### src/hdl/assert_macros.svh
// assertion helper macros included by the framer rtl
`ifndef ASSERT_MACROS_SVH
`define ASSERT_MACROS_SVH

// property checked at every rising edge of clk, skipped while rst_n is low
`define ASSERT_SYNC(lbl, prop, msg) \
  lbl: assert property (@(posedge clk) disable iff (!rst_n) prop) else $error(msg);

// condition that must never hold outside reset
`define ASSERT_NEVER(lbl, cond, msg) \
  lbl: assert property (@(posedge clk) disable iff (!rst_n) !(cond)) else $error(msg);

`endif

### src/hdl/ssnf_pkg.sv
// types and constants shared by the seven-segment number framer
`timescale 1ns / 1ps
`default_nettype none
package ssnf_pkg;

  localparam int VALUE_W    = 32;
  localparam int DIV_STEPS  = 4;                    // quotient bits per cycle
  localparam int DIV_CYCLES = VALUE_W / DIV_STEPS;

  localparam logic [1:0] CMD_SHOW   = 2'd0;
  localparam logic [1:0] CMD_BRIGHT = 2'd1;
  localparam logic [1:0] CMD_FILL   = 2'd2;

  localparam logic [2:0] COUNT_RESET = 3'd6;

  localparam logic [7:0] BYTE_DATA_CMD = 8'h40;
  localparam logic [7:0] BYTE_ADDR_CMD = 8'hc0;
  localparam logic [7:0] BYTE_BRIGHT   = 8'h87;
  localparam logic [7:0] SEP_MASK      = 8'h80;
  localparam logic [3:0] BRIGHT_MAX    = 4'd8;

  typedef enum logic [1:0] {
    SYM_START = 2'd0,
    SYM_DATA  = 2'd1,
    SYM_STOP  = 2'd2
  } sym_kind_t;

  typedef struct packed {
    logic               done;
    logic [VALUE_W-1:0] quotient;
    logic [3:0]         remainder;
  } div_res_t;

  function automatic logic [7:0] seg_pattern(input logic [3:0] digit);
    logic [7:0] p;
    case (digit)
      4'h0: p = 8'h3f;
      4'h1: p = 8'h06;
      4'h2: p = 8'h5b;
      4'h3: p = 8'h4f;
      4'h4: p = 8'h66;
      4'h5: p = 8'h6d;
      4'h6: p = 8'h7d;
      4'h7: p = 8'h07;
      4'h8: p = 8'h7f;
      4'h9: p = 8'h6f;
      4'ha: p = 8'h77;
      4'hb: p = 8'h7c;
      4'hc: p = 8'h39;
      4'hd: p = 8'h5e;
      4'he: p = 8'h79;
      4'hf: p = 8'h71;
      default: p = 8'h00;
    endcase
    return p;
  endfunction

endpackage
`default_nettype wire

### src/hdl/ssnf_divider.sv
// iterative radix divider: 32-bit value by a 2..16 divisor, DIV_STEPS quotient bits per cycle
`timescale 1ns / 1ps
`default_nettype none
module ssnf_divider (
  input  wire logic                         clk,
  input  wire logic                         rst_n,
  input  wire logic                         start_i,
  input  wire logic [ssnf_pkg::VALUE_W-1:0] dividend_i,
  input  wire logic [4:0]                   divisor_i,
  output ssnf_pkg::div_res_t                res_o
);
  import ssnf_pkg::*;

  localparam int CNT_W = (DIV_CYCLES > 1) ? $clog2(DIV_CYCLES) : 1;

  logic               busy_r, busy_nxt;
  logic               done_r, done_nxt;
  logic [CNT_W-1:0]   cnt_r, cnt_nxt;
  logic [VALUE_W-1:0] quo_r, quo_nxt;
  logic [3:0]         rem_r, rem_nxt;
  logic [4:0]         div_r, div_nxt;

  logic [VALUE_W-1:0] quo_v;
  logic [3:0]         rem_v;
  logic [4:0]         sh;
  logic [4:0]         diff;

  // restoring division, dividend bits shift out on top, quotient bits in at bottom
  always_comb begin
    quo_v = quo_r;
    rem_v = rem_r;
    sh    = '0;
    diff  = '0;
    for (int k = 0; k < DIV_STEPS; k++) begin
      sh    = {rem_v, quo_v[VALUE_W-1]};
      quo_v = {quo_v[VALUE_W-2:0], 1'b0};
      diff  = sh - div_r;
      if (sh >= div_r) begin
        rem_v    = diff[3:0];
        quo_v[0] = 1'b1;
      end else begin
        rem_v = sh[3:0];
      end
    end
  end

  always_comb begin
    busy_nxt = busy_r;
    done_nxt = 1'b0;
    cnt_nxt  = cnt_r;
    quo_nxt  = quo_r;
    rem_nxt  = rem_r;
    div_nxt  = div_r;
    if (start_i) begin
      busy_nxt = 1'b1;
      cnt_nxt  = '0;
      quo_nxt  = dividend_i;
      rem_nxt  = '0;
      div_nxt  = divisor_i;
    end else if (busy_r) begin
      quo_nxt = quo_v;
      rem_nxt = rem_v;
      cnt_nxt = cnt_r + 1'b1;
      if (cnt_r == CNT_W'(DIV_CYCLES - 1)) begin
        busy_nxt = 1'b0;
        done_nxt = 1'b1;
      end
    end
  end

  always_ff @(posedge clk) begin
    if (!rst_n) begin
      busy_r <= 1'b0;
      done_r <= 1'b0;
      cnt_r  <= '0;
    end else begin
      busy_r <= busy_nxt;
      done_r <= done_nxt;
      cnt_r  <= cnt_nxt;
    end
    quo_r <= quo_nxt;
    rem_r <= rem_nxt;
    div_r <= div_nxt;
  end

  assign res_o.done      = done_r;
  assign res_o.quotient  = quo_r;
  assign res_o.remainder = rem_r;

endmodule
`default_nettype wire

### src/hdl/seven_segment_number_framer.sv
// Seven-segment number framer: turns display commands into bus symbol words
// (start, data byte, stop). Show-number extracts one digit at a time with a
// shared radix divider that retires 4 quotient bits per cycle; each digit
// passes through a divider start state and then a wait state until the
// divider reports done. One symbol word leaves per cycle when the output side
// keeps tready high. in_tready is high only between items. digit_count is
// written through cfg_wr_en/cfg_wr_data; the user must write it only while
// the block is idle, which the block itself leaves unchecked. 0 acts as 1 and
// values above MAX_DIGITS act as MAX_DIGITS. Command code 3 produces no words.
`timescale 1ns / 1ps
`default_nettype none
`include "assert_macros.svh"
module seven_segment_number_framer #(
  parameter int MAX_DIGITS = 6
) (
  input  wire logic        clk,
  input  wire logic        rst_n,
  input  wire logic        cfg_wr_en,
  input  wire logic [2:0]  cfg_wr_data,  // digit_count
  input  wire logic        in_tvalid,
  output logic             in_tready,
  // number_value[31:0], number_base[36:32], separator_pos[39:37],
  // brightness_level[43:40], raw_pattern[51:44], zero pad[55:52]
  input  wire logic [55:0] in_tdata,
  input  wire logic [1:0]  in_tuser,     // command
  output logic             out_tvalid,
  input  wire logic        out_tready,
  output logic [7:0]       out_tdata,    // data_byte
  output logic [1:0]       out_tuser,    // symbol_kind
  output logic             out_tlast     // last_symbol
);
  import ssnf_pkg::*;

  localparam int DIDX_W = (MAX_DIGITS > 1) ? $clog2(MAX_DIGITS) : 1;

  typedef enum logic [1:0] {
    ST_IDLE,
    ST_DIV_START,
    ST_DIV_WAIT,
    ST_EMIT
  } state_t;

  typedef enum logic [2:0] {
    EP_START0,
    EP_DATA_CMD,
    EP_STOP0,
    EP_START1,
    EP_ADDR_CMD,
    EP_DIGITS,
    EP_STOP1
  } emit_ph_t;

  state_t             state_r, state_nxt;
  emit_ph_t           ph_r, ph_nxt;
  logic [2:0]         count_r, count_nxt;
  logic               bright_r, bright_nxt;
  logic [DIDX_W-1:0]  dig_r, dig_nxt;
  logic [DIDX_W-1:0]  last_dig_r, last_dig_nxt;
  logic [VALUE_W-1:0] value_r, value_nxt;
  logic [4:0]         base_r, base_nxt;
  logic [2:0]         sep_r, sep_nxt;
  logic [7:0]         bbyte_r, bbyte_nxt;
  logic [7:0]         digits_r [MAX_DIGITS];
  logic [7:0]         digits_nxt [MAX_DIGITS];

  logic               out_valid_r, out_valid_nxt;
  sym_kind_t          out_kind_r, out_kind_nxt;
  logic [7:0]         out_byte_r, out_byte_nxt;
  logic               out_last_r, out_last_nxt;

  logic               accept;
  logic               load;
  logic [2:0]         eff_n;
  logic [4:0]         in_base;
  logic [3:0]         in_level;
  logic [3:0]         lvl_sat;
  logic [7:0]         digit_pat;
  sym_kind_t          sym_kind;
  logic [7:0]         sym_byte;
  logic               sym_last;
  div_res_t           div_res;

  ssnf_divider u_divider (
    .clk        (clk),
    .rst_n      (rst_n),
    .start_i    (state_r == ST_DIV_START),
    .dividend_i (value_r),
    .divisor_i  (base_r),
    .res_o      (div_res)
  );

  assign accept   = in_tvalid && in_tready;
  assign load     = (state_r == ST_EMIT) && (!out_valid_r || out_tready);
  assign in_base  = in_tdata[36:32];
  assign in_level = in_tdata[43:40];

  always_comb begin
    if (count_r == 3'd0) begin
      eff_n = 3'd1;
    end else if (count_r > 3'(MAX_DIGITS)) begin
      eff_n = 3'(MAX_DIGITS);
    end else begin
      eff_n = count_r;
    end
    lvl_sat   = (in_level > BRIGHT_MAX) ? BRIGHT_MAX : in_level;
    digit_pat = seg_pattern(div_res.remainder) |
                ((sep_r == 3'(dig_r)) ? SEP_MASK : 8'h00);
  end

  // symbol for the current emit phase
  always_comb begin
    sym_kind = SYM_STOP;
    sym_byte = 8'h00;
    sym_last = 1'b0;
    case (ph_r)
      EP_START0: begin
        sym_kind = SYM_START;
      end
      EP_DATA_CMD: begin
        sym_kind = SYM_DATA;
        sym_byte = bright_r ? bbyte_r : BYTE_DATA_CMD;
      end
      EP_STOP0: begin
        sym_kind = SYM_STOP;
        sym_last = bright_r;
      end
      EP_START1: begin
        sym_kind = SYM_START;
      end
      EP_ADDR_CMD: begin
        sym_kind = SYM_DATA;
        sym_byte = BYTE_ADDR_CMD;
      end
      EP_DIGITS: begin
        sym_kind = SYM_DATA;
        sym_byte = digits_r[dig_r];
      end
      EP_STOP1: begin
        sym_kind = SYM_STOP;
        sym_last = 1'b1;
      end
      default: begin
        sym_kind = SYM_STOP;
        sym_last = 1'b1;
      end
    endcase
  end

  always_comb begin
    state_nxt    = state_r;
    ph_nxt       = ph_r;
    count_nxt    = count_r;
    bright_nxt   = bright_r;
    dig_nxt      = dig_r;
    last_dig_nxt = last_dig_r;
    value_nxt    = value_r;
    base_nxt     = base_r;
    sep_nxt      = sep_r;
    bbyte_nxt    = bbyte_r;
    for (int i = 0; i < MAX_DIGITS; i++) begin
      digits_nxt[i] = digits_r[i];
    end
    out_kind_nxt  = out_kind_r;
    out_byte_nxt  = out_byte_r;
    out_last_nxt  = out_last_r;
    out_valid_nxt = out_tready ? 1'b0 : out_valid_r;

    if (cfg_wr_en) begin
      count_nxt = cfg_wr_data;
    end

    case (state_r)
      ST_IDLE: begin
        if (accept) begin
          value_nxt    = in_tdata[31:0];
          sep_nxt      = in_tdata[39:37];
          bbyte_nxt    = BYTE_BRIGHT + {4'b0000, lvl_sat};
          last_dig_nxt = DIDX_W'(eff_n - 3'd1);
          ph_nxt       = EP_START0;
          if (in_base < 5'd2) begin
            base_nxt = 5'd2;
          end else if (in_base > 5'd16) begin
            base_nxt = 5'd16;
          end else begin
            base_nxt = in_base;
          end
          case (in_tuser)
            CMD_SHOW: begin
              bright_nxt = 1'b0;
              dig_nxt    = '0;
              state_nxt  = ST_DIV_START;
            end
            CMD_BRIGHT: begin
              bright_nxt = 1'b1;
              state_nxt  = ST_EMIT;
            end
            CMD_FILL: begin
              bright_nxt = 1'b0;
              dig_nxt    = DIDX_W'(eff_n - 3'd1);
              for (int i = 0; i < MAX_DIGITS; i++) begin
                digits_nxt[i] = in_tdata[51:44];
              end
              state_nxt = ST_EMIT;
            end
            default: begin
              state_nxt = ST_IDLE;
            end
          endcase
        end
      end
      ST_DIV_START: begin
        state_nxt = ST_DIV_WAIT;
      end
      ST_DIV_WAIT: begin
        if (div_res.done) begin
          digits_nxt[dig_r] = digit_pat;
          value_nxt         = div_res.quotient;
          if (dig_r == last_dig_r) begin
            state_nxt = ST_EMIT;
          end else begin
            dig_nxt   = dig_r + 1'b1;
            state_nxt = ST_DIV_START;
          end
        end
      end
      ST_EMIT: begin
        if (load) begin
          out_valid_nxt = 1'b1;
          out_kind_nxt  = sym_kind;
          out_byte_nxt  = sym_byte;
          out_last_nxt  = sym_last;
          if (sym_last) begin
            state_nxt = ST_IDLE;
          end else if (ph_r == EP_DIGITS) begin
            // most significant digit first, counting down to position zero
            if (dig_r == '0) begin
              ph_nxt = EP_STOP1;
            end else begin
              dig_nxt = dig_r - 1'b1;
            end
          end else begin
            ph_nxt = emit_ph_t'(ph_r + 3'd1);
          end
        end
      end
      default: begin
        state_nxt = ST_IDLE;
      end
    endcase
  end

  always_ff @(posedge clk) begin
    if (!rst_n) begin
      state_r     <= ST_IDLE;
      ph_r        <= EP_START0;
      count_r     <= COUNT_RESET;
      bright_r    <= 1'b0;
      dig_r       <= '0;
      last_dig_r  <= '0;
      out_valid_r <= 1'b0;
    end else begin
      state_r     <= state_nxt;
      ph_r        <= ph_nxt;
      count_r     <= count_nxt;
      bright_r    <= bright_nxt;
      dig_r       <= dig_nxt;
      last_dig_r  <= last_dig_nxt;
      out_valid_r <= out_valid_nxt;
    end
    value_r    <= value_nxt;
    base_r     <= base_nxt;
    sep_r      <= sep_nxt;
    bbyte_r    <= bbyte_nxt;
    digits_r   <= digits_nxt;
    out_kind_r <= out_kind_nxt;
    out_byte_r <= out_byte_nxt;
    out_last_r <= out_last_nxt;
  end

  assign in_tready  = (state_r == ST_IDLE);
  assign out_tvalid = out_valid_r;
  assign out_tdata  = out_byte_r;
  assign out_tuser  = out_kind_r;
  assign out_tlast  = out_last_r;

  `ASSERT_SYNC(a_div_done_in_wait, div_res.done |-> (state_r == ST_DIV_WAIT),
               "divider finished outside the wait state")
  `ASSERT_NEVER(a_dig_in_range, (state_r != ST_IDLE) && (dig_r > last_dig_r),
                "digit index past the digit count")
  `ASSERT_SYNC(a_last_to_idle, (load && sym_last) |=> (state_r == ST_IDLE),
               "frame ended but sequencer not idle")
  `ASSERT_SYNC(a_busy_holds_word, (state_r != ST_EMIT && out_valid_r && !out_tready)
               |=> out_valid_r, "waiting word dropped")

endmodule
`default_nettype wire
### config.mk
export PLATFORM = sky130hd
export DESIGN_NAME = seven_segment_number_framer
export DESIGN_NICKNAME = d
export VERILOG_FILES = /design/src/hdl/ssnf_pkg.sv /design/src/hdl/ssnf_divider.sv /design/src/hdl/seven_segment_number_framer.sv
export VERILOG_INCLUDE_DIRS = /design/src /design/src/hdl
export SDC_FILE = /design/constraint.sdc
export NUM_CORES = 1
export LEC_CHECK = 0
export BUFFER_PORTS_ARGS = -buffer_cell sky130_fd_sc_hd__buf_2
export CELL_PAD_IN_SITES_DETAIL_PLACEMENT = 1
export CELL_PAD_IN_SITES_GLOBAL_PLACEMENT = 1
export CORE_MARGIN = 5
export CORE_UTILIZATION = 46
export CTS_CLUSTER_DIAMETER = 150
export DETAILED_ROUTE_END_ITERATION = 10
export PLACE_DENSITY_LB_ADDON = 0.25
export SLEW_MARGIN = 20
export SYNTH_ARGS = -nofsm -noshare
export SYNTH_HDL_FRONTEND = slang
export SYNTH_SLANG_ARGS = --single-unit
### constraint.sdc
create_clock -name clk -period 19 [get_ports clk]
set_input_delay 0 -clock clk [delete_from_list [all_inputs] [get_ports clk]]
set_output_delay 0 -clock clk [all_outputs]
set_load 0.05 [all_outputs]
# Word level (Yosys, flattened, before mapping)
# Memory sizes are Yosys's and may differ from the RTL's. A register that Yosys moved wholly into a read port is not among the register bits.
# Cells that the tools add are included.
[word_totals] mem_count=1 word_cells=171 regBits=169 in_bits=66 output_inout_bits=13 rom_bits=112
[classes] bitwise=4 magnitude_cmp=10 mux=64 add_sub_neg=10 n_reduce_logical=31 eq_ne=24
[memory_table] name="(no name shown)" depth=16 width=7 rd=1 rd_ports_with_merged_regs=1 wr=0 line="ssnf_pkg.sv:36" source="case (digit)"
[op_table] operator="$mux W48" count=3
[op_table] operator="$mux W32" count=4
[op_table] operator="$pmux W48 S2" count=1
[op_table] operator="$pmux W32 S2" count=1
[op_table] operator="$bwmux W48" count=1
[op_table] operator="$mux W3" count=14
[op_table] operator="$mux W8" count=5
[op_table] operator="$mux W4" count=7
[op_table] operator="$bmux W8 S3" count=1
[op_table] operator="$demux W8 S3" count=1
[op_table] operator="$pmux W8 S3" count=1
[op_table] operator="$ge A5 B5 Y1" count=4
[op_table] operator="$sub A4 B4 Y4" count=4
[op_table] operator="$pmux W3 S2" count=2
[op_table] operator="$mux W1" count=11
[op_table] operator="$mux W2" count=5
[op_table] operator="$ne A2 B2 Y1 const B" count=5
[op_table] operator="$reduce_or A2 Y1" count=5
[op_table] operator="$add A3 B1 Y3 const B" count=3
[op_table] operator="$eq A3 B3 Y1 const B" count=3
[op_table] operator="$logic_not A3 Y1" count=3
[op_table] operator="$pmux W3 S3" count=1
[op_table] operator="$reduce_and A9 Y1" count=1
[op_table] operator="$add A8 B4 Y8 const A" count=1
[op_table] operator="other kinds (34)" count=56

# Logic depth before layout (Yosys ltp)
# Gate-level depths: netlist of run 1.
[logic_depth] depth_word=10 ltp_mapped=31 ltp_nobuf=30

# Cells and area by module
# A second synthesis of run 1 with hierarchy kept.
[unflattened] hier_cells=774 area_unflattened_um2=8610.8
[by_module_without_submodules] module="seven_segment_number_framer" seq_area_each_um2=3443.3 instances=1 cells_per_inst=551 area_per_inst_um2=5884.4
[by_module_without_submodules] module="ssnf_divider" seq_area_each_um2=1291.2 instances=1 cells_per_inst=223 area_per_inst_um2=2726.4

# Worst setup path after synthesis of run 1
# OpenSTA, ideal clock, no wires.
[synth_path] kind="reg2reg" start="register u_divider.div_r[1]" end="register, netlist name digit_pat[3]" required_ps=18879 t_arrival_ps=6449 setup_ps=121 period_less_slack_ps=6570 path_buffers=1 stages_incl_launch_ff=29 setup_slack_ps=12430 cell_sequence="edfxtp_1 inv_1 ha_1 nand4_1 o21ai_0 mux2_2 ha_1 nand3_1 a21boi_1 or3_1 clkbuf_2 mux2_4 inv_1 ha_1 and3_1 o41ai_2 mux2_2 inv_1 ha_1 a21o_1 a31oi_1 o21ai_1 mux2i_1 mux2i_1 nor2_1 inv_1 ha_1 mux2i_1 mux2_2"
[synth_rtl] item="from (decl)" line="ssnf_divider.sv:21" source="logic [4:0] div_r, div_nxt;"
[synth_rtl] item="from (signal assigned)" line="ssnf_divider.sv:83" source="div_r <= div_nxt;"

==> results of run 1 <==
layout by cell type (no fill, tap or decap), types with 3 or more instances in the layout:
| master | netlist | routed |
|---|---|---|
| dfxtp_1 | 32 | 32 |
| nand3_1 | 14 | 14 |
| nor2_1 | 45 | 45 |
| inv_1 | 34 | 34 |
| and2_1 | 5 | 5 |
| inv_8 | 0 | 3 |
| and2_0 | 5 | 5 |
| nor3_1 | 11 | 10 |
| a21o_1 | 48 | 48 |
| fa_1 | 5 | 5 |
| mux2_2 | 33 | 33 |
| mux2i_1 | 12 | 12 |
| edfxtp_1 | 141 | 141 |
| o211a_1 | 4 | 4 |
| or4_1 | 3 | 3 |
| xor2_1 | 9 | 9 |
| clkinv_8 | 0 | 4 |
| buf_2 | 1 | 74 |
| o221a_2 | 3 | 3 |
| dlygate4sd3_1 | 0 | 58 |
| clkbuf_16 | 0 | 17 |
| o21ai_0 | 26 | 25 |
| ha_1 | 39 | 39 |
| nor2b_1 | 9 | 9 |
| a31oi_1 | 10 | 10 |
| nand2_1 | 117 | 117 |
| nand2b_1 | 8 | 7 |
| or3_1 | 3 | 3 |
| buf_4 | 0 | 5 |
| a21oi_1 | 36 | 36 |
| clkinv_4 | 0 | 3 |
| xnor2_1 | 9 | 9 |
| a22oi_1 | 26 | 26 |
cells by family after synthesis:
group,after synthesis
multiplexers,46
adder cells (fa/ha/maj),44
AO/OA/AOI/OAI,177
flip-flops,173
buffers and inverters,72
XOR/XNOR,19
AND/OR/NAND/NOR,232
cell usage after synthesis, types with 2 or more instances:
| cell type | number |
|---|---|
| o221a_2 | 3 |
| a21boi_0 | 2 |
| a21o_1 | 48 |
| nor2_1 | 45 |
| o22ai_1 | 2 |
| nor3_1 | 11 |
| clkinv_1 | 2 |
| inv_1 | 34 |
| dfxtp_1 | 32 |
| edfxtp_1 | 141 |
| nand2_1 | 117 |
| and3_1 | 2 |
| clkbuf_1 | 26 |
| xor2_1 | 9 |
| nor3b_1 | 2 |
| o21ai_0 | 26 |
| xnor2_1 | 9 |
| and2_1 | 5 |
| o21a_1 | 2 |
| nor2b_1 | 9 |
| a21oi_1 | 36 |
| or4_1 | 3 |
| ha_1 | 39 |
| o211a_1 | 4 |
| fa_1 | 5 |
| a22oi_1 | 26 |
| and2_0 | 5 |
| nand2b_1 | 8 |
| or3_1 | 3 |
| a211o_1 | 2 |
| nand3_1 | 14 |
| mux2i_1 | 12 |
| nand4_1 | 2 |
| buf_1 | 6 |
| mux2_2 | 33 |
| nor4_1 | 2 |
| a31oi_1 | 10 |
state kept, by name, indices dropped and copies added (netlist names), 4 cells and up:
name and cells:
out_tdata 8, u_divider.div_r 5, digit_pat 7, base_r 5, value_r 32, u_divider.rem_r 4
bbyte_r 5, digits_r 48, u_divider.quo_r 32
worst register-to-register path: cells and delay by family (launching register included):
kind                       cells  cell delay, ns
muxes                          7            1.99
adders and majority gates      5            1.52
DFF                            1            0.51
AOI/OAI and AO/OA              6            2.02
and+or+nand+nor                5            1.22
buffers and inverters          4            0.55
final cells by class:
cell class / count / area, um2 / area share
multi-input combinational: 518 / 3540 / 0.338
tap: 234 / 293 / 0.0280
inverter: 37 / 139 / 0.0133
timing repair buffer: 137 / 988 / 0.0944
clock inverter: 15 / 209 / 0.0200
sequential: 173 / 4870 / 0.466
clock buffer: 17 / 425 / 0.0406
stage by stage:
step,setup slack [ns],hold slack [ns],util
finish,11.10,0.0795,0.562
global route,10.59,0.0977,0.562
CTS,11.13,0.0685,0.561
detailed placement,11.20,0.181,0.496
global placement,11.50,0.177,0.496
floorplan,12.43,0.0989,-
routing by layer:
layer	vias up	part of all wire	wire (um)
li1	3002	-	-
met1	3156	0.42	9260
met2	110	0.53	11600
met3	26	0.031	683
met4	0	0.013	284
met5	-	0	0
worst max-delay path by stage:
| stage | endpoint | depth (start not counted) | from |
|---|---|---|---|
| floorplan | digit_pat[3] | 28 | u_divider.div_r[1] |
| global placement | digit_pat[3] | 27 | u_divider.div_r[1] |
| detailed placement | digit_pat[3] | 27 | u_divider.div_r[1] |
| CTS | digit_pat[3] | 27 | u_divider.div_r[1] |
| global route | digit_pat[3] | 30 | u_divider.div_r[1] |
| finish | digit_pat[3] | 27 | u_divider.div_r[1] |
power groups by stage:
stage | Clock (uW) | Combinational [uW] | Sequential [uW]
after floorplan | 0 | 523 | 530
after global placement | 0 | 628 | 543
after detailed placement | 0 | 671 | 547
after CTS | 378 | 697 | 539
after global routing | 395 | 769 | 546
final | 370 | 700 | 540
timing repair:
item,in CTS,in global routing
endpoints found under the hold margin,66,0
endpoints found under the setup margin,0,0
resized for setup,0,0
hold buffers,58,0
==> flow_summary_export.csv, run 1 <==
group,metric,value,unit
status,outcome,"finished, final reports clean",
cts,clk_path_buf_depth,2,
route,routed_wl,21900,um
min_path,min_path_cells,4,
floorplanning,start_util,0.466,
cells_and_area,antenna_cells,0,
yosys,syn_inst,763,
yosys,synthSimpleGateAreaFrac,0.119,
yosys,synth_warnings,0,
grt,grt_pass1_wl,35600,um
setup_path,crit_arrival,8.23,ns
setup_path,critPathKind,"register to register",
place,port_buffers,74,
setup_path,reg2regPathDepth,27,
setup_path,crit_slowest_cell,"o41ai_2",
timing,final-setup-viol-count,0,
place,dpl-instance-area,9250,um2
power_and_ir_drop,combPwrFrac,0.435,
setup_path,max_stage_delay,0.72,ns
grt,use_met3,0.0423,
floorplanning,die_h,147,um
floorplanning,io_pins,79,
setup_path,critPathTopFamily,"compound AO/OA/AOI/OAI gates",
min_path,holdPathEnd,"bbyte_r[1]",
yosys,synth.distinct_cells,63,
power_and_ir_drop,p_per_area,154,nW/um2
power_and_ir_drop,seqPwrFrac,0.336,
cts,cts_tree,"done",
grt,grt_busiest_layer,"met2",
place,placedCellCount,1041,
setup_path,reg2reg_from,"u_divider.div_r[1]",
setup_path,worstPathRequired,19.33,ns
timing,rsz0062_at_grt,"no",
cells_and_area,drive_above_1_share,0.178,
cts,cts_inserted_buffers,17,
yosys,ys_seq_elements,173,
yosys,avgSynthCellArea,11.4,um2
yosys,syn-num-nets,873,
power_and_ir_drop,total_power,1610,uW
grt,grt_max_degree,50,
cts,clock-sinks,173,
cells_and_area,fin_area,10500,um2
yosys,synthTopCellsByArea,"edfxtp_1 49%, dfxtp_1 7.4%, ha_1 5.6%",
grt,grtUsageTotal,0.206,
timing,fin_crit,7.90,ns
yosys,synth_area,8690,um2
floorplanning,chipWidth,147,um
yosys,yosys.area_share.adder,0.0677,
cells_and_area,finalNonFillerCells,1131,
cts,post-cts-setup-buffers,0,
grt,grt_use_met1,0.245,
timing,slew_headroom,0.276,
timing,final.period_utilization,0.416,
timing,timing.fmax,127,MHz
floorplanning,rows,50,
yosys,synth_xor_area_frac,0.0200,
cts,clock_latency,0.44,ns
setup_path,cp_max_fo,8,
route,drtIter0Drc,431,
timing,clock-skew-final,0.0115,ns
min_path,worstHoldStart,"in_tdata[41]",
min_path,min-delay-path-class,"input pin to register",
run,drv_cap,0,
cts,clock-root-buffer,"clkbuf_16",
place,globalplace.congestion,0.859,
setup_path,rrSetupSlack,11.10,ns
route,antenna_left,0,
cells_and_area,area_delta_synth_final,20.6,%
setup_path,worst_setup_path_end_kind,"register",
place,dpl.hpwl,14500,um
grt,overflow,0,
setup_path,start_kind,"register",
timing,max_slew.worst_pin.slew,1.08,ns
cells_and_area,fillers,1947,
setup_path,r2r-end,"digit_pat[3]",
grt,antenna_found_initial,0,
cts,cts-htree-levels,4,
cells_and_area,fin_nets,994,
yosys,synth_edf_count,141,
timing,final_max_slew_viol_count,0,
power_and_ir_drop,p_sw_frac,0.389,
grt,use_met2,0.381,
cts,path_clk_slew,0.07,ns
floorplanning,core_region_area,18600,um2
route,via_per_inst,5.56,
route,drt_first_pass_iters,5,
power_and_ir_drop,p_switching,627,uW
power_and_ir_drop,clockPowerShare,0.230,
setup_path,crit_buf_inv,4,
grt,grt_pass1_vias,6847,
power_and_ir_drop,power_leakage,0.00438,uW
timing,hold_viol,0,
yosys,synth_top_area_share,0.487,
yosys,synth_area_leader_cell,"edfxtp_1",
power_and_ir_drop,peakVddDrop,0.0969,mV
yosys,synth_mux_area_frac,0.0583,
power_and_ir_drop,p_int,983,uW
yosys,synth-seq-area-share,0.561,
yosys,synth_top_family_by_area,"compound AO/OA/AOI/OAI gates",
route,drc_errors,0,
route,vias,6294,
yosys,synth-compound-area-share,0.142,
yosys,synth-async-reset-ratio,0,
route,avgRoutedWirePerCell,19.3,um
yosys,synth_ff_type,"edfxtp_1",
floorplanning,die_area,21700,um2
setup_path,cp_common_cell,"ha_1",
timing,final.setup.tns,0,ns
Note: power is estimated with default switching activity, not from simulation.
==> inputs of run 2 (changes only) <==
CORE_UTILIZATION = 43   (was 46)
clock period = 7.22 ns   (was 19 ns; I/O delays follow)
==> run 2 against run 1 <==
Compared with the run above:
- die area is 6.5% higher
- setup slack worse by 11 ns
- sequential power grew to 2.6 times the previous value
- design area is 1.1% higher
- combinational power grew to 2.7 times the previous value
- global-route usage is 1.2 points lower
- non-clock buffer count is 7 higher
- critical path type unchanged
- largest cell class unchanged
- highest routed layer unchanged
==> flow_summary_export.csv, run 2 (synthesis results as in run 1) <==
group,metric,value,unit
grt,antenna_found_initial,0,
cts,clock-root-buffer,"clkbuf_16",
setup_path,reg2regPathDepth,29,
place,port_buffers,74,
grt,grtUsageTotal,0.194,
floorplanning,rows,52,
route,drtIter0Drc,342,
timing,max_slew.worst_pin.slew,1.13,ns
place,placedCellCount,1081,
timing,rsz0062_at_grt,"no",
setup_path,crit_arrival,7.16,ns
setup_path,max_stage_delay,0.43,ns
floorplanning,die_h,152,um
floorplanning,start_util,0.433,
run,drv_cap,0,
setup_path,worst_setup_path_end_kind,"register",
grt,grt_pass1_wl,36300,um
grt,grt_max_degree,50,
route,vias,6331,
timing,timing.fmax,146,MHz
timing,hold_viol,0,
grt,overflow,0,
place,dpl-instance-area,9330,um2
cells_and_area,antenna_cells,0,
floorplanning,core_region_area,20000,um2
cells_and_area,fin_nets,1001,
cells_and_area,fin_area,10600,um2
cts,clock_latency,0.44,ns
cts,cts-htree-levels,4,
cts,clk_path_buf_depth,2,
timing,fin_crit,6.84,ns
timing,final-setup-viol-count,0,
setup_path,worstPathRequired,7.54,ns
route,routed_wl,22300,um
cells_and_area,drive_above_1_share,0.190,
floorplanning,chipWidth,152,um
status,outcome,"finished, final reports clean",
grt,grt_pass1_vias,6844,
timing,final.period_utilization,0.947,
route,drt_first_pass_iters,4,
setup_path,start_kind,"register",
place,dpl.hpwl,14800,um
cts,cts_inserted_buffers,17,
cells_and_area,final_common_cell,"edfxtp_1",
cts,path_clk_slew,0.07,ns
cts,clock-sinks,173,
timing,final_max_slew_viol_count,0,
floorplanning,die_area,23100,um2
setup_path,cp_common_cell,"ha_1",
cells_and_area,area_delta_synth_final,21.9,%
cells_and_area,finalNonFillerCells,1174,
timing,clock-skew-final,0.0115,ns
power_and_ir_drop,p_per_area,407,nW/um2
floorplanning,io_pins,79,
min_path,min-delay-path-class,"input pin to register",
route,avgRoutedWirePerCell,19.0,um
setup_path,cp_max_fo,7,
cells_and_area,largest-register,"digits_r",
cts,cts_tree,"done",
power_and_ir_drop,power_leakage,0.00442,uW
cells_and_area,layout_common_cells,"141 x edfxtp_1, 117 x nand2_1, 74 x buf_2, 60 x dlygate4sd3_1, 48 x a21o_1",
setup_path,crit_slowest_cell,"or3_4",
min_path,min_path_cells,4,
place,globalplace.congestion,0.865,
power_and_ir_drop,peakVddDrop,0.251,mV
cells_and_area,largestRegisters,"digits_r (48), u_divider.quo_r (32), value_r (32)",
route,drc_errors,0,
route,antenna_left,0,
setup_path,critPathKind,"register to register",
route,via_per_inst,5.39,
timing,slew_headroom,0.238,
cells_and_area,largest_reg_flops,48,
-- run 2: cell count changes in the layout (fill, tap and decap cells not counted), moves of 2 or more --
cell,previous run,this run
buf_4,5,10
inv_6,1,5
a21oi_1,36,34
a21oi_2,0,2
clkinv_8,4,2
dlygate4sd3_1,58,60
o21ai_2,1,3
-- run 2: cell type report --
| class | instances | area, um2 |
|---|---|---|
| Clock buffer | 17 | 425 |
| Timing Repair Buffer | 144 | 1050 |
| Multi-Input combinational cell | 518 | 3570 |
| Sequential cell | 173 | 4870 |
| Fill cell | 2154 | 9450 |
| Inverter | 37 | 139 |
| Tap cell | 270 | 338 |
| Clock inverter | 15 | 195 |
-- run 2: path summary, 6_finish.rpt --
| kind | from | endpoint | slack [ns] |
|---|---|---|---|
| worst max register to register | u_divider.div_r[2] | digit_pat[3] | 0.38 |
| worst min-delay path | in_tdata[41] | bbyte_r[1] | 0.05 |
| worst max-delay path | u_divider.div_r[2] | digit_pat[3] | 0.38 |
| worst min register to register | base_r[1] | u_divider.div_r[1] | 0.42 |
-- run 2: critical path: cells and delay by family (launching register included) --
family                     cells  cell delay, ns
DFF                            1            0.36
AOI/OAI and AO/OA             10            2.13
adders and majority gates      5            1.63
buffers and inverters          3            0.36
and+or+nand+nor                5            0.92
muxes                          6            1.32
-- run 2: routing by layer --
metal	track usage	routed length, um
met2	0.358	11900
met4	0.0518	325
met3	0.0421	939
met5	0	0
met1	0.229	9200
-- run 2: power breakdown --
| group | leakage [uW] | internal (uW) | switching [uW] |
|---|---|---|---|
| registers | 0.00159 | 1310 | 116 |
| logic | 0.00253 | 825 | 1090 |
| clock network | 0.000301 | 530 | 443 |
| total | 0.00442 | 2660 | 1650 |
-- run 2: repair_timing --
| action | 4_1_cts | 5_1_grt |
|---|---|---|
| hold buffers | 60 | 0 |
| setup buffers | 0 | 1 |
| cloned | 0 | 0 |
| gates resized for setup | 2 | 4 |
| endpoints found under the setup margin | 7 | 7 |
| pin swaps | 0 | 1 |
| endpoints found under the hold margin | 65 | 0 |
-- run 2: stage by stage --
| step | setup TNS, ns | hold slack [ns] | setup WS [ns] | power [uW] | util |
|---|---|---|---|---|---|
| 2_1_floorplan | 0 | 0.0989 | 0.650 | 2770 | - |
| 3_3_place_gp | 0 | 0.186 | 0.376 | 3120 | 0.465 |
| 3_5_place_dp | -0.382 | 0.184 | -0.148 | 3240 | 0.466 |
| 4_1_cts | 0 | 0.0308 | 0.0530 | 4270 | 0.527 |
| 5_1_grt | 0 | 0.0748 | 0.0292 | 4610 | 0.528 |
| 6_report | 0 | 0.0515 | 0.380 | 4310 | 0.528 |
==> inputs of run 3 (changes only) <==
CORE_ASPECT_RATIO = 0.9   (was default)
CORE_MARGIN = default   (was 5)
==> run 3 against run 2 <==
Compared with the run above:
- sequential share of layout area is 0.26 points higher
- clock skew hardly changed
- critical path depth is 1 higher
- non-clock buffer count is 3 higher
- combinational power is 5% higher
- register-to-register slack worse by 0.03 ns
- critical endpoint is now digit_pat[0]
==> flow_summary_export.csv, run 3 (synthesis results as in run 1) <==
group,metric,value,unit
floorplanning,die_h,137,um
setup_path,worst_setup_path_end_kind,"register",
route,vias,6417,
setup_path,max_stage_delay,0.40,ns
grt,use_met3,0.0446,
cts,path_clk_slew,0.07,ns
cts,clock-root-buffer,"clkbuf_16",
cts,clock_latency,0.45,ns
place,placedCellCount,1065,
grt,grt_use_met1,0.294,
setup_path,worstPathRequired,7.59,ns
route,antenna_left,0,
floorplanning,chipWidth,152,um
floorplanning,start_util,0.446,
grt,overflow,0,
setup_path,crit_arrival,7.23,ns
cells_and_area,fillers,2065,
cells_and_area,fin_nets,1004,
route,avgRoutedWirePerCell,20.2,um
floorplanning,rows,48,
cells_and_area,finalNonFillerCells,1158,
floorplanning,io_pins,79,
grt,grtUsageTotal,0.232,
place,port_buffers,74,
grt,grt_pass1_vias,6860,
grt,grt_busiest_layer,"met2",
floorplanning,die_area,20800,um2
cts,cts_inserted_buffers,17,
min_path,min-delay-path-class,"input pin to register",
floorplanning,core_region_area,19500,um2
place,pre_cts_slack,0.0124,ns
setup_path,crit_slowest_cell,"or3_1",
grt,grt_pass1_wl,36900,um
setup_path,start_kind,"register",
route,drtIter0Drc,273,
route,drt_first_pass_iters,5,
cts,cts-htree-levels,4,
timing,final.period_utilization,0.951,
route,via_per_inst,5.54,
run,drv_cap,0,
setup_path,cp_common_cell,"ha_1",
cts,cts_tree,"done",
setup_path,cp_max_fo,5,
timing,final_max_slew_viol_count,0,
timing,rsz0062_at_grt,"no",
grt,grt_max_degree,54,
cts,clk_path_buf_depth,2,
place,globalplace.congestion,0.828,
cells_and_area,final_core_util,0.541,
cells_and_area,area_delta_synth_final,21.2,%
timing,clock-skew-final,0.0119,ns
status,outcome,"finished, final reports clean",
timing,slew_headroom,0.220,
route,routed_wl,23400,um
timing,setup_ws,0.351,ns
power_and_ir_drop,peakVddDrop,0.273,mV
cells_and_area,largest_reg_flops,48,
setup_path,critPathKind,"register to register",
timing,final-setup-viol-count,0,
route,drc_errors,0,
cells_and_area,final_common_cell,"edfxtp_1",
timing,final.setup.tns,0,ns
timing,max_slew.worst_pin.slew,1.17,ns
cells_and_area,largestRegisters,"digits_r (48), u_divider.quo_r (32), value_r (32)",
grt,antenna_found_initial,1,
timing,fin_crit,6.87,ns
grt,use_met2,0.398,
cells_and_area,drive_above_1_share,0.194,
timing,hold_viol,0,
cts,clock-sinks,173,
power_and_ir_drop,power_leakage,0.00441,uW
place,dpl.hpwl,14800,um
timing,timing.fmax,146,MHz
cells_and_area,layout_common_cells,"141 x edfxtp_1, 117 x nand2_1, 74 x buf_2, 58 x dlygate4sd3_1, 48 x a21o_1",
cells_and_area,largest-register,"digits_r",
power_and_ir_drop,p_per_area,411,nW/um2
[run 3: changes by cell type in the layout (fill, tap and decap cells not counted), sizes merged]
cell	before	now
dlygate4sd3	60	58
diode	0	1
bufinv	2	0
buf	84	89
inv	43	45
[run 3: final cells by class]
cell class / count / area (um2) / area share
clock buffer: 17 / 425 / 0.0404
multi-input combinational: 518 / 3570 / 0.339
antenna: 1 / 2.50 / 0.000238
sequential: 173 / 4870 / 0.463
timing repair buffer: 147 / 1060 / 0.101
inverter: 37 / 139 / 0.0132
tap: 250 / 313 / 0.0297
clock inverter: 15 / 143 / 0.0135
[run 3: metrics by stage]
stage               total power (uW)  hold slack [ns]  instance area (um2)
floorplan                       2770           0.0989                 8690
global placement                3140            0.181                 9340
detailed placement              3250            0.180                 9340
CTS                             4270          0.00279                10500
global route                    4590           0.0596                10500
finish                          4320           0.0391                10500
[run 3: final timing paths]
check	from	end	slack [ns]	depth (start not counted)
min reg2reg	base_r[3]	u_divider.div_r[3]	0.42	0
max	u_divider.div_r[2]	digit_pat[0]	0.35	30
max reg2reg	u_divider.div_r[2]	digit_pat[0]	0.35	30
min	in_tuser[0]	bright_r	0.04	4
[run 3: layer usage]
metal / up-vias / routed length [um]
met4: 0 / 448
li1: 3033 / -
met2: 162 / 11400
met3: 34 / 960
met1: 3188 / 10500
met5: - / 0
[run 3: worst max-delay path, delay by kind of cell, from the launching register on]
family,cells,cell delay [ns]
AOI/OAI and AO/OA,13,2.66
adders and majority gates,5,1.58
and+or+nand+nor,6,0.95
buffers and inverters,4,0.57
DFF,1,0.36
muxes,2,0.66
[run 3: where the power goes]
group / leakage (uW) / internal [uW] / switching [uW]
combinational: 0.00255 / 843 / 1150
clock: 0.000278 / 459 / 445
sequential: 0.00159 / 1310 / 116
[run 3: timing repair]
item / in CTS / in global routing
cloned: 0 / 0
endpoints found under the hold margin: 61 / 0
pin swaps: 0 / 2
setup buffers: 0 / 2
gates resized for setup: 2 / 4
setup endpoints to repair: 7 / 7
hold buffers: 58 / 0
